**src/hw/rtl/wrd_pkg.sv**
```systemverilog
// ============================================================================
// wrd_pkg
// Shared constants, datapath operation codes and width helpers for the
// weighted RMS distance block.
// ============================================================================
package wrd_pkg;

    localparam int FRAC_BITS    = 16;
    localparam int VAL_W        = 17;
    localparam int MAX_DIMS_DEF = 64;
    localparam int PSQ_W        = 2 * FRAC_BITS + 1;
    localparam int IN_TDATA_W   = ((3 * VAL_W + 7) / 8) * 8;
    localparam int OUT_TDATA_W  = ((VAL_W + 7) / 8) * 8;

    localparam logic [VAL_W-1:0] ONE_VAL = VAL_W'(2 ** FRAC_BITS);

    localparam int OP_W = 4;
    localparam logic [OP_W-1:0] OP_NONE = 4'd0;
    localparam logic [OP_W-1:0] OP_ACC  = 4'd1;
    localparam logic [OP_W-1:0] OP_PSQ  = 4'd2;
    localparam logic [OP_W-1:0] OP_MUL  = 4'd3;
    localparam logic [OP_W-1:0] OP_MACC = 4'd4;
    localparam logic [OP_W-1:0] OP_DIVI = 4'd5;
    localparam logic [OP_W-1:0] OP_DIV  = 4'd6;
    localparam logic [OP_W-1:0] OP_SQI  = 4'd7;
    localparam logic [OP_W-1:0] OP_SQ   = 4'd8;
    localparam logic [OP_W-1:0] OP_OUT  = 4'd9;

    localparam int MUL_STEPS = 4;

    typedef struct packed {
        logic [OP_W-1:0] op;
        logic [1:0]      idx;
    } t_cmd;

    function automatic int f_cnt_w(int max_dims);
        return $clog2(max_dims + 1);
    endfunction

    function automatic int f_sum_w(int max_dims);
        return 2 * FRAC_BITS + f_cnt_w(max_dims);
    endfunction

    function automatic int f_q_w(int max_dims);
        return f_sum_w(max_dims) + 1;
    endfunction

    function automatic int f_rad_w(int max_dims);
        return f_q_w(max_dims) + (f_q_w(max_dims) % 2);
    endfunction

    function automatic int f_rt_w(int max_dims);
        return f_rad_w(max_dims) / 2;
    endfunction

endpackage

```
**src/hw/rtl/wrd_dp.sv**
```systemverilog
// ============================================================================
// wrd_dp
// Datapath: squared-difference accumulator, split multiplier for potential
// squared times sum, restoring divider and restoring square root.
// ============================================================================
module wrd_dp #(
    parameter int MAX_DIMS = wrd_pkg::MAX_DIMS_DEF
) (
    input  logic                    i_clk,
    input  logic                    i_rst_n,
    input  wrd_pkg::t_cmd           i_cmd,
    input  logic [wrd_pkg::VAL_W-1:0] i_cond,
    input  logic [wrd_pkg::VAL_W-1:0] i_tol,
    input  logic [wrd_pkg::VAL_W-1:0] i_pot,
    output logic [wrd_pkg::VAL_W-1:0] o_sens
);
    import wrd_pkg::*;

    localparam int CNT_W  = f_cnt_w(MAX_DIMS);
    localparam int SUM_W  = f_sum_w(MAX_DIMS);
    localparam int P_W    = PSQ_W + SUM_W;
    localparam int Q_W    = f_q_w(MAX_DIMS);
    localparam int RAD_W  = f_rad_w(MAX_DIMS);
    localparam int RT_W   = f_rt_w(MAX_DIMS);
    localparam int SREM_W = RT_W + 2;
    localparam int AL     = (PSQ_W + 1) / 2;
    localparam int BL     = (SUM_W + 1) / 2;
    localparam int PP_W   = AL + BL;

    logic [VAL_W-1:0]   w_c_sat, w_t_sat, w_p_sat, w_diff;
    logic [2*VAL_W-1:0] w_sq;
    logic               w_room;

    logic [VAL_W-1:0]   r_diff, r_pot;
    logic               r_diff_vld;
    logic [CNT_W-1:0]   r_cnt;
    logic [SUM_W-1:0]   r_sum;

    logic [PSQ_W-1:0]   r_psq;
    logic [P_W-1:0]     r_pacc;
    logic [PP_W-1:0]    r_pp;
    logic [1:0]         r_pidx;
    logic               r_pp_vld;
    logic [AL-1:0]      w_a_sel;
    logic [BL-1:0]      w_b_sel;
    logic [PP_W-1:0]    w_pp;
    logic [P_W-1:0]     w_pp_sh;

    logic [Q_W-1:0]     r_quo;
    logic [CNT_W-1:0]   r_rem, r_dvs;
    logic [CNT_W:0]     w_dtrial, w_ddiff;
    logic               w_dge;

    logic [RAD_W-1:0]   r_rad;
    logic [RT_W-1:0]    r_root;
    logic [SREM_W-1:0]  r_srem;
    logic [SREM_W+1:0]  w_strial, w_ssub, w_sdiff;
    logic               w_sge;

    logic [VAL_W-1:0]   r_sens;

    assign w_c_sat = (i_cond > ONE_VAL) ? ONE_VAL : i_cond;
    assign w_t_sat = (i_tol  > ONE_VAL) ? ONE_VAL : i_tol;
    assign w_p_sat = (i_pot  > ONE_VAL) ? ONE_VAL : i_pot;
    assign w_diff  = (w_c_sat >= w_t_sat) ? (w_c_sat - w_t_sat) : (w_t_sat - w_c_sat);
    assign w_room  = (r_cnt < CNT_W'(MAX_DIMS));
    assign w_sq    = (2*VAL_W)'(r_diff) * (2*VAL_W)'(r_diff);

    // accumulator and element count
    always_ff @(posedge i_clk) begin
        if (!i_rst_n) begin
            r_sum      <= '0;
            r_cnt      <= '0;
            r_diff_vld <= 1'b0;
            r_pp_vld   <= 1'b0;
        end else begin
            r_diff_vld <= (i_cmd.op == OP_ACC) && w_room;
            if (r_diff_vld) begin
                r_sum <= r_sum + SUM_W'(w_sq);
            end
            if (i_cmd.op == OP_ACC && w_room) begin
                r_cnt <= r_cnt + CNT_W'(1);
            end
            if (i_cmd.op == OP_DIVI) begin
                r_sum <= '0;
                r_cnt <= '0;
            end
            if (i_cmd.op == OP_PSQ) begin
                r_pp_vld <= 1'b0;
            end else if (i_cmd.op == OP_MUL) begin
                r_pp_vld <= 1'b1;
            end
        end
    end

    // partial products of potential squared times sum
    always_comb begin
        w_a_sel = i_cmd.idx[0] ? AL'(r_psq[PSQ_W-1:AL]) : r_psq[AL-1:0];
        w_b_sel = i_cmd.idx[1] ? BL'(r_sum[SUM_W-1:BL]) : r_sum[BL-1:0];
        w_pp    = PP_W'(w_a_sel) * PP_W'(w_b_sel);
        case (r_pidx)
            2'd0:    w_pp_sh = P_W'(r_pp);
            2'd1:    w_pp_sh = P_W'(r_pp) << AL;
            2'd2:    w_pp_sh = P_W'(r_pp) << BL;
            default: w_pp_sh = P_W'(r_pp) << (AL + BL);
        endcase
    end

    // restoring divide step
    assign w_dtrial = {r_rem, r_quo[Q_W-1]};
    assign w_ddiff  = w_dtrial - {1'b0, r_dvs};
    assign w_dge    = (w_dtrial >= {1'b0, r_dvs});

    // restoring square root step
    assign w_strial = {r_srem, r_rad[RAD_W-1:RAD_W-2]};
    assign w_ssub   = (SREM_W+2)'({r_root, 2'b01});
    assign w_sdiff  = w_strial - w_ssub;
    assign w_sge    = (w_strial >= w_ssub);

    always_ff @(posedge i_clk) begin
        if (i_cmd.op == OP_ACC) begin
            r_diff <= w_diff;
            r_pot  <= w_p_sat;
        end
        case (i_cmd.op)
            OP_PSQ: begin
                r_psq  <= PSQ_W'((2*VAL_W)'(r_pot) * (2*VAL_W)'(r_pot));
                r_pacc <= '0;
            end
            OP_MUL: begin
                if (r_pp_vld) begin
                    r_pacc <= r_pacc + w_pp_sh;
                end
                r_pp   <= w_pp;
                r_pidx <= i_cmd.idx;
            end
            OP_MACC: begin
                r_pacc <= r_pacc + w_pp_sh;
            end
            OP_DIVI: begin
                r_quo <= r_pacc[P_W-1:2*FRAC_BITS];
                r_rem <= '0;
                r_dvs <= r_cnt;
            end
            OP_DIV: begin
                r_rem <= w_dge ? w_ddiff[CNT_W-1:0] : w_dtrial[CNT_W-1:0];
                r_quo <= {r_quo[Q_W-2:0], w_dge};
            end
            OP_SQI: begin
                r_rad  <= RAD_W'(r_quo);
                r_root <= '0;
                r_srem <= '0;
            end
            OP_SQ: begin
                r_srem <= w_sge ? w_sdiff[SREM_W-1:0] : w_strial[SREM_W-1:0];
                r_root <= {r_root[RT_W-2:0], w_sge};
                r_rad  <= {r_rad[RAD_W-3:0], 2'b00};
            end
            OP_OUT: begin
                r_sens <= (r_root > RT_W'(ONE_VAL)) ? ONE_VAL : VAL_W'(r_root);
            end
            default: begin
            end
        endcase
    end

    assign o_sens = r_sens;

`ifndef ASSERT_OFF
    a_cnt_bound: assert property (@(posedge i_clk) disable iff (!i_rst_n)
        r_cnt <= CNT_W'(MAX_DIMS))
        else $error("element count above limit");
    a_dvs_nz: assert property (@(posedge i_clk) disable iff (!i_rst_n)
        (i_cmd.op == OP_DIV) |-> (r_dvs != '0))
        else $error("divide by zero count");
    a_sens_rng: assert property (@(posedge i_clk) disable iff (!i_rst_n)
        (i_cmd.op == OP_OUT) |=> (r_sens <= ONE_VAL))
        else $error("result above one");
`endif

endmodule

```
**src/hw/rtl/wrd_ctrl.sv**
```systemverilog
// ============================================================================
// wrd_ctrl
// Controller: accepts beats, sequences multiply, divide and square-root
// steps after the last beat, and owns the output valid flag.
// ============================================================================
module wrd_ctrl #(
    parameter int MAX_DIMS = wrd_pkg::MAX_DIMS_DEF
) (
    input  logic          i_clk,
    input  logic          i_rst_n,
    input  logic          i_in_valid,
    input  logic          i_in_last,
    output logic          o_in_ready,
    input  logic          i_out_ready,
    output logic          o_out_valid,
    output wrd_pkg::t_cmd o_cmd
);
    import wrd_pkg::*;

    localparam int Q_W    = f_q_w(MAX_DIMS);
    localparam int RT_W   = f_rt_w(MAX_DIMS);
    localparam int ITER_W = $clog2(Q_W + 1);

    localparam logic [3:0] ST_IDLE  = 4'd0;
    localparam logic [3:0] ST_DRAIN = 4'd1;
    localparam logic [3:0] ST_PSQ   = 4'd2;
    localparam logic [3:0] ST_MUL   = 4'd3;
    localparam logic [3:0] ST_MACC  = 4'd4;
    localparam logic [3:0] ST_DIVI  = 4'd5;
    localparam logic [3:0] ST_DIV   = 4'd6;
    localparam logic [3:0] ST_SQI   = 4'd7;
    localparam logic [3:0] ST_SQ    = 4'd8;
    localparam logic [3:0] ST_OUT   = 4'd9;

    logic [3:0]        r_state, n_state;
    logic [ITER_W-1:0] r_cnt, n_cnt;
    logic              r_out_vld, n_out_vld;
    t_cmd              w_cmd;

    always_comb begin
        n_state   = r_state;
        n_cnt     = r_cnt;
        w_cmd.op  = OP_NONE;
        w_cmd.idx = 2'd0;
        n_out_vld = r_out_vld && !i_out_ready;
        case (r_state)
            ST_IDLE: begin
                if (i_in_valid) begin
                    w_cmd.op = OP_ACC;
                    if (i_in_last) begin
                        n_state = ST_DRAIN;
                    end
                end
            end
            ST_DRAIN: begin
                n_state = ST_PSQ;
            end
            ST_PSQ: begin
                w_cmd.op = OP_PSQ;
                n_cnt    = '0;
                n_state  = ST_MUL;
            end
            ST_MUL: begin
                w_cmd.op  = OP_MUL;
                w_cmd.idx = r_cnt[1:0];
                n_cnt     = r_cnt + ITER_W'(1);
                if (r_cnt == ITER_W'(MUL_STEPS - 1)) begin
                    n_state = ST_MACC;
                end
            end
            ST_MACC: begin
                w_cmd.op = OP_MACC;
                n_state  = ST_DIVI;
            end
            ST_DIVI: begin
                w_cmd.op = OP_DIVI;
                n_cnt    = '0;
                n_state  = ST_DIV;
            end
            ST_DIV: begin
                w_cmd.op = OP_DIV;
                n_cnt    = r_cnt + ITER_W'(1);
                if (r_cnt == ITER_W'(Q_W - 1)) begin
                    n_state = ST_SQI;
                end
            end
            ST_SQI: begin
                w_cmd.op = OP_SQI;
                n_cnt    = '0;
                n_state  = ST_SQ;
            end
            ST_SQ: begin
                w_cmd.op = OP_SQ;
                n_cnt    = r_cnt + ITER_W'(1);
                if (r_cnt == ITER_W'(RT_W - 1)) begin
                    n_state = ST_OUT;
                end
            end
            ST_OUT: begin
                if (!r_out_vld || i_out_ready) begin
                    w_cmd.op  = OP_OUT;
                    n_out_vld = 1'b1;
                    n_state   = ST_IDLE;
                end
            end
            default: begin
                n_state = ST_IDLE;
            end
        endcase
    end

    always_ff @(posedge i_clk) begin
        if (!i_rst_n) begin
            r_state   <= ST_IDLE;
            r_cnt     <= '0;
            r_out_vld <= 1'b0;
        end else begin
            r_state   <= n_state;
            r_cnt     <= n_cnt;
            r_out_vld <= n_out_vld;
        end
    end

    assign o_in_ready  = (r_state == ST_IDLE);
    assign o_out_valid = r_out_vld;
    assign o_cmd       = w_cmd;

`ifndef ASSERT_OFF
    a_last_drain: assert property (@(posedge i_clk) disable iff (!i_rst_n)
        (r_state == ST_IDLE && i_in_valid && i_in_last) |=> (r_state == ST_DRAIN))
        else $error("last beat did not start computation");
    a_vld_src: assert property (@(posedge i_clk) disable iff (!i_rst_n)
        $rose(r_out_vld) |-> $past(r_state == ST_OUT))
        else $error("output valid raised outside output step");
    a_div_cnt: assert property (@(posedge i_clk) disable iff (!i_rst_n)
        (r_state == ST_DIV) |-> (r_cnt < ITER_W'(Q_W)))
        else $error("divide step count overrun");
`endif

endmodule

```
**src/hw/rtl/weighted_rms_distance.sv**
```systemverilog
// ============================================================================
// weighted_rms_distance
// Potential times sqrt(sum of squared differences / element count), Q1.16,
// rounded down; one result per vector.
// ============================================================================
//  channel  | dir | fields (lsb first)                          | marker
//  s_axis   | in  | condition_value, tolerance_value, potential | tlast = last
//  m_axis   | out | sensitivity                                 | -
//
//  Non-last beats stream into the accumulator back to back.
//  After a last beat is accepted, tready stays low through the drain, potential
//  squared, multiply, multiply-accumulate, divide and square-root steps, which
//  use one-bit-per-cycle restoring divider and square-root loops, and through the
//  output step, where the result is registered and tvalid rises.
//  Reset clears the accumulator, element count, controller and output valid.
//  The result waits in the output register; a full register stalls only the
//  output step of the next vector.
// ============================================================================
module weighted_rms_distance #(
    parameter int MAX_DIMS = wrd_pkg::MAX_DIMS_DEF
) (
    input  logic                              i_clk,
    input  logic                              i_rst_n,
    input  logic                              s_axis_tvalid,
    output logic                              s_axis_tready,
    // condition_value, tolerance_value, potential
    input  logic [wrd_pkg::IN_TDATA_W-1:0]    s_axis_tdata,
    input  logic                              s_axis_tlast,
    output logic                              m_axis_tvalid,
    input  logic                              m_axis_tready,
    // sensitivity
    output logic [wrd_pkg::OUT_TDATA_W-1:0]   m_axis_tdata
);
    import wrd_pkg::*;

    t_cmd             w_cmd;
    logic [VAL_W-1:0] w_sens;

    wrd_ctrl #(
        .MAX_DIMS (MAX_DIMS)
    ) u_ctrl (
        .i_clk       (i_clk),
        .i_rst_n     (i_rst_n),
        .i_in_valid  (s_axis_tvalid),
        .i_in_last   (s_axis_tlast),
        .o_in_ready  (s_axis_tready),
        .i_out_ready (m_axis_tready),
        .o_out_valid (m_axis_tvalid),
        .o_cmd       (w_cmd)
    );

    wrd_dp #(
        .MAX_DIMS (MAX_DIMS)
    ) u_dp (
        .i_clk   (i_clk),
        .i_rst_n (i_rst_n),
        .i_cmd   (w_cmd),
        .i_cond  (s_axis_tdata[VAL_W-1:0]),
        .i_tol   (s_axis_tdata[2*VAL_W-1:VAL_W]),
        .i_pot   (s_axis_tdata[3*VAL_W-1:2*VAL_W]),
        .o_sens  (w_sens)
    );

    assign m_axis_tdata = OUT_TDATA_W'(w_sens);

endmodule
```
**config.mk**
```make
export PLATFORM = sky130hd
export DESIGN_NAME = weighted_rms_distance
export DESIGN_NICKNAME = d
export VERILOG_FILES = /design/src/hw/rtl/wrd_pkg.sv /design/src/hw/rtl/wrd_dp.sv /design/src/hw/rtl/wrd_ctrl.sv /design/src/hw/rtl/weighted_rms_distance.sv
export SDC_FILE = /design/constraint.sdc
export NUM_CORES = 2
export LEC_CHECK = 0
export BUFFER_PORTS_ARGS = -buffer_cell sky130_fd_sc_hd__buf_2
export CAP_MARGIN = 20
export CORE_MARGIN = 2
export CORE_UTILIZATION = 55
export DETAILED_ROUTE_END_ITERATION = 8
export PLACE_DENSITY_LB_ADDON = 0.05
export SLEW_MARGIN = 40
export SYNTH_ARGS = -nofsm -noshare
export SYNTH_HDL_FRONTEND = slang
export SYNTH_SLANG_ARGS = --single-unit
```
**constraint.sdc**
```tcl
create_clock -name i_clk -period 17.1 [get_ports i_clk]
set_input_delay 3.42 -clock i_clk [delete_from_list [all_inputs] [get_ports i_clk]]
set_output_delay 3.42 -clock i_clk [all_outputs]
set_load 0.02 [all_outputs]
```
==> results_dict.tcl <==
set metrics [dict create \
    cts.path.max_buffers 3 \
    critPathTopFamily "adder cells" \
    regToRegEndpoint "u_dp.r_pp[32]" \
    rows 111 \
    drv_slew 0 \
    grtUsageTotal_pct 26.14 \
    synth.distinct_cells 89 \
    fmax_ghz 0.1169 \
    layout_worst_path_cycle_share_pct 50.03 \
    grt_pass1_wl_um 199300 \
    die_y_um 308.8 \
    ys_async_sr_fraction_pct 0 \
    cts.sinks 389 \
    diodes 0 \
    clock_latency_ns 0.64 \
    cts_resized 0 \
    fin_util_pct 59.13 \
    placed_cells 6750 \
    cts_max_level 2 \
    startpoint_type "flip-flop" \
    maxCapViolCount 0 \
    critPathBufInv 4 \
    dieWidth_um 308.8 \
    grt_overflow 0 \
    path_class "flip-flop to flip-flop" \
    holdPathEnd "u_dp.r_dvs[6]" \
    synth_edf_count 330 \
    cp_common_cell "fa_1" \
    fin_cells 6840 \
    cp.required_ns 17.48 \
    synth-seq-cells 389 \
    cp_data_arrival_time_ns 8.93 \
    n_fill_cell 8326 \
    rsz0062_at_grt "false" \
    synth_top_area_cell "fa_1" \
    grt_max_degree 84 \
    synth-seq-area-share_pct 21.70 \
    postCtsSetupBuffers 0 \
    antenna_left 0 \
    wl_per_cell_um 17.59 \
    synthCells 5585 \
    ys.flop_type "edfxtp_1" \
    hold_viol 0 \
    hold_class "flip-flop to flip-flop" \
    grt_pass1_vias 38470 \
    ff2ff_path_depth 24 \
    die_area_um2 95380 \
    boundaryPins 87 \
    viasPerCell 5.417 \
    ys_top_cells_by_count "inv_1 (1053), nand2_1 (778), fa_1 (690)" \
    cp_slowest_cell "dfxtp_1" \
    syn_area_um2 51110 \
    cp-end-kind "flip-flop" \
    dp_hpwl_um 96270 \
    hold_start "u_dp.r_cnt[6]" \
    cts_buffers 48 \
    crit_path_max_incr_delay_ns 0.61 \
    crit_fanout 21 \
    place_congestion 0.9295 \
    yosysWarningCount 0 \
    drive_gt1_share_pct 5.271 \
    synth_area_leaders "fa_1 (27%), edfxtp_1 (19%), ha_1 (11%), inv_1 (7.7%), nand2_1 (5.7%)" \
    fin_skew_ns 0.02168 \
    syn2layout_area_growth_pct 6.370 \
    avgSynthCellArea_um2 9.151 \
    tns_ns 0 \
    final_net_count 6773 \
    core-area_um2 91940 \
    post-route-drc-count 0 \
    min_path_cells 0 \
    vias 37050 \
    rr_startpoint "u_ctrl.r_state[3]" \
    start_util_pct 55.59 \
    setup_violations 0 \
    yosysMostFrequentCell "inv_1" \
    synth_top_area_share_pct 27.03 \
    antenna_found_initial 1 \
    crit_chain "nand2b_1 > nor2_4 > nand2_1 > inv_2 > mux2_2 > nand2_1 > fa_1 > fa_1 > fa_1 > inv_1 > fa_1 > fa_1 > inv_1 > fa_1 > inv_1 > ha_1 > a21oi_1 > nor2b_1 > or4_1 > a211o_1 > a21oi_1 > o21a_1 > o21ai_1 > xor2_1" \
    tightest_slew_ns 0.8467 \
    status "complete, no violations" \
    io_buffers 74 \
    r2r_slack_ns 8.54 \
    finalWorstPathRequiredPeriod_ns 8.555 \
    totalWireLength_um 120300 \
    cts_root_buf "clkbuf_16" \
    detail_route.first_pass.iterations 6 \
    relSlewSlack_pct 41.94 \
    drtIter0Drc 2260 \
    cts_hold_buf 0 \
    path_clk_slew_ns 0.06 \
    cts_tree "built" \
]
-- worst reg2reg max path: stages (launching register included) --
cell      delay, ns
dfxtp_1        0.61
nand2b_1       0.42
nor2_4         0.09
nand2_1        0.52
inv_2          0.44
mux2_2         0.58
nand2_1        0.14
fa_1           0.52
fa_1           0.53
fa_1           0.56
inv_1          0.07
fa_1           0.50
fa_1           0.49
inv_1          0.05
fa_1           0.47
inv_1          0.04
ha_1           0.34
a21oi_1        0.21
nor2b_1        0.06
or4_1          0.56
a211o_1        0.35
a21oi_1        0.34
o21a_1         0.20
o21ai_1        0.07
xor2_1         0.15
-- cell families (layout without fill, tap and decap cells) --
| kind of cell | Yosys count | in the layout | share of synthesized area, % |
|---|---|---|---|
| other cells | 1 | 7 | 0.007337 |
| mux | 134 | 134 | 2.725 |
| fa+ha+maj | 1153 | 1153 | 38.36 |
| simple gates | 1682 | 1682 | 14.55 |
| flops | 389 | 389 | 21.70 |
| xor+xnor | 207 | 207 | 3.547 |
| buf+inv | 1262 | 1268 | 9.406 |
| compound gates | 757 | 757 | 9.702 |
-- cell type report --
| cell class | count | area (µm²) | share of cell area (%) |
|---|---|---|---|
| Sequential cell | 389 | 11090 | 20.40 |
| Clock buffer | 59 | 1306 | 2.403 |
| Timing Repair Buffer | 125 | 779.5 | 1.434 |
| Inverter | 1055 | 3960 | 7.284 |
| Tap cell | 1243 | 1555 | 2.861 |
| Clock inverter | 29 | 332.8 | 0.6122 |
| Multi-Input combinational cell | 3940 | 35340 | 65.00 |
-- through the flow --
step / cell area [µm²] / worst slack, ns / hold WS [ns]
after floorplan: 51130 / 7.162 / 0.4317
after global placement: 52630 / 8.342 / 0.4561
after detailed placement: 52680 / 8.569 / 0.4517
after CTS: 54320 / 8.542 / 0.4663
after global routing: 54360 / 8.161 / 0.4893
final: 54360 / 8.545 / 0.4644
-- placed cells by master, fill, tap and decap left out, types with 12 or more instances in the layout --
cell,Yosys,layout
inv_1,1053,1052
nand2_1,778,777
fa_1,690,690
ha_1,463,463
nor2_1,444,440
edfxtp_1,330,330
a21oi_1,236,236
and2_1,161,160
xnor2_1,140,140
o21ai_0,133,132
a21o_1,105,105
mux2i_1,93,89
buf_2,13,74
xor2_1,67,67
dfxtp_1,59,58
nor2b_1,54,54
clkbuf_16,0,51
buf_4,10,45
mux2_2,41,41
nand4_1,41,41
o21a_1,40,40
o21bai_1,40,40
and3_1,36,36
nand3_1,36,36
a22o_1,29,29
nand2b_1,28,28
nor4_1,25,25
nor3_1,28,24
a211oi_1,18,18
a31oi_1,18,17
o211ai_1,17,17
or3_1,15,14
o31ai_1,12,12
-- state kept, by name, indices dropped and copies added (netlist names) --
signal / count
u_ctrl.o_out_valid: 1
u_ctrl.r_cnt: 6
u_ctrl.r_state: 4
u_dp.o_sens: 17
u_dp.r_cnt: 7
u_dp.r_diff: 17
u_dp.r_diff_vld: 1
u_dp.r_dvs: 7
u_dp.r_pacc: 72
u_dp.r_pidx: 2
u_dp.r_pot: 17
u_dp.r_pp: 37
u_dp.r_pp_vld: 1
u_dp.r_psq: 32
u_dp.r_quo: 40
u_dp.r_rad: 40
u_dp.r_rem: 7
u_dp.r_root: 20
u_dp.r_srem: 22
u_dp.r_sum: 39
-- metal layers --
| layer | vias to the layer above | wire [µm] | GRT usage (%) |
|---|---|---|---|
| met5 | - | 20 | 0 |
| met4 | 2 | 3962 | 8.264 |
| met3 | 224 | 5659 | 3.412 |
| met2 | 807 | 57910 | 44.98 |
| met1 | 18190 | 52780 | 34.36 |
| li1 | 17830 | - | - |
-- worst max path at each step --
stage | endpoint | cells past startpoint | startpoint
6_report | u_dp.r_pp[32] | 24 | u_ctrl.r_state[3]
5_1_grt | u_dp.r_pp[32] | 24 | u_ctrl.r_state[3]
4_1_cts | u_dp.r_pp[32] | 24 | u_ctrl.r_state[3]
3_5_place_dp | u_dp.r_pp[32] | 24 | u_ctrl.r_state[3]
3_3_place_gp | u_dp.r_pp[32] | 24 | u_ctrl.r_state[3]
2_1_floorplan | u_dp.r_pp[32] | 28 | u_ctrl.r_state[1]
Power is left out: the tool's default activity adds up to more than one toggle a clock period on the data nets, which glitch-free logic cannot reach.
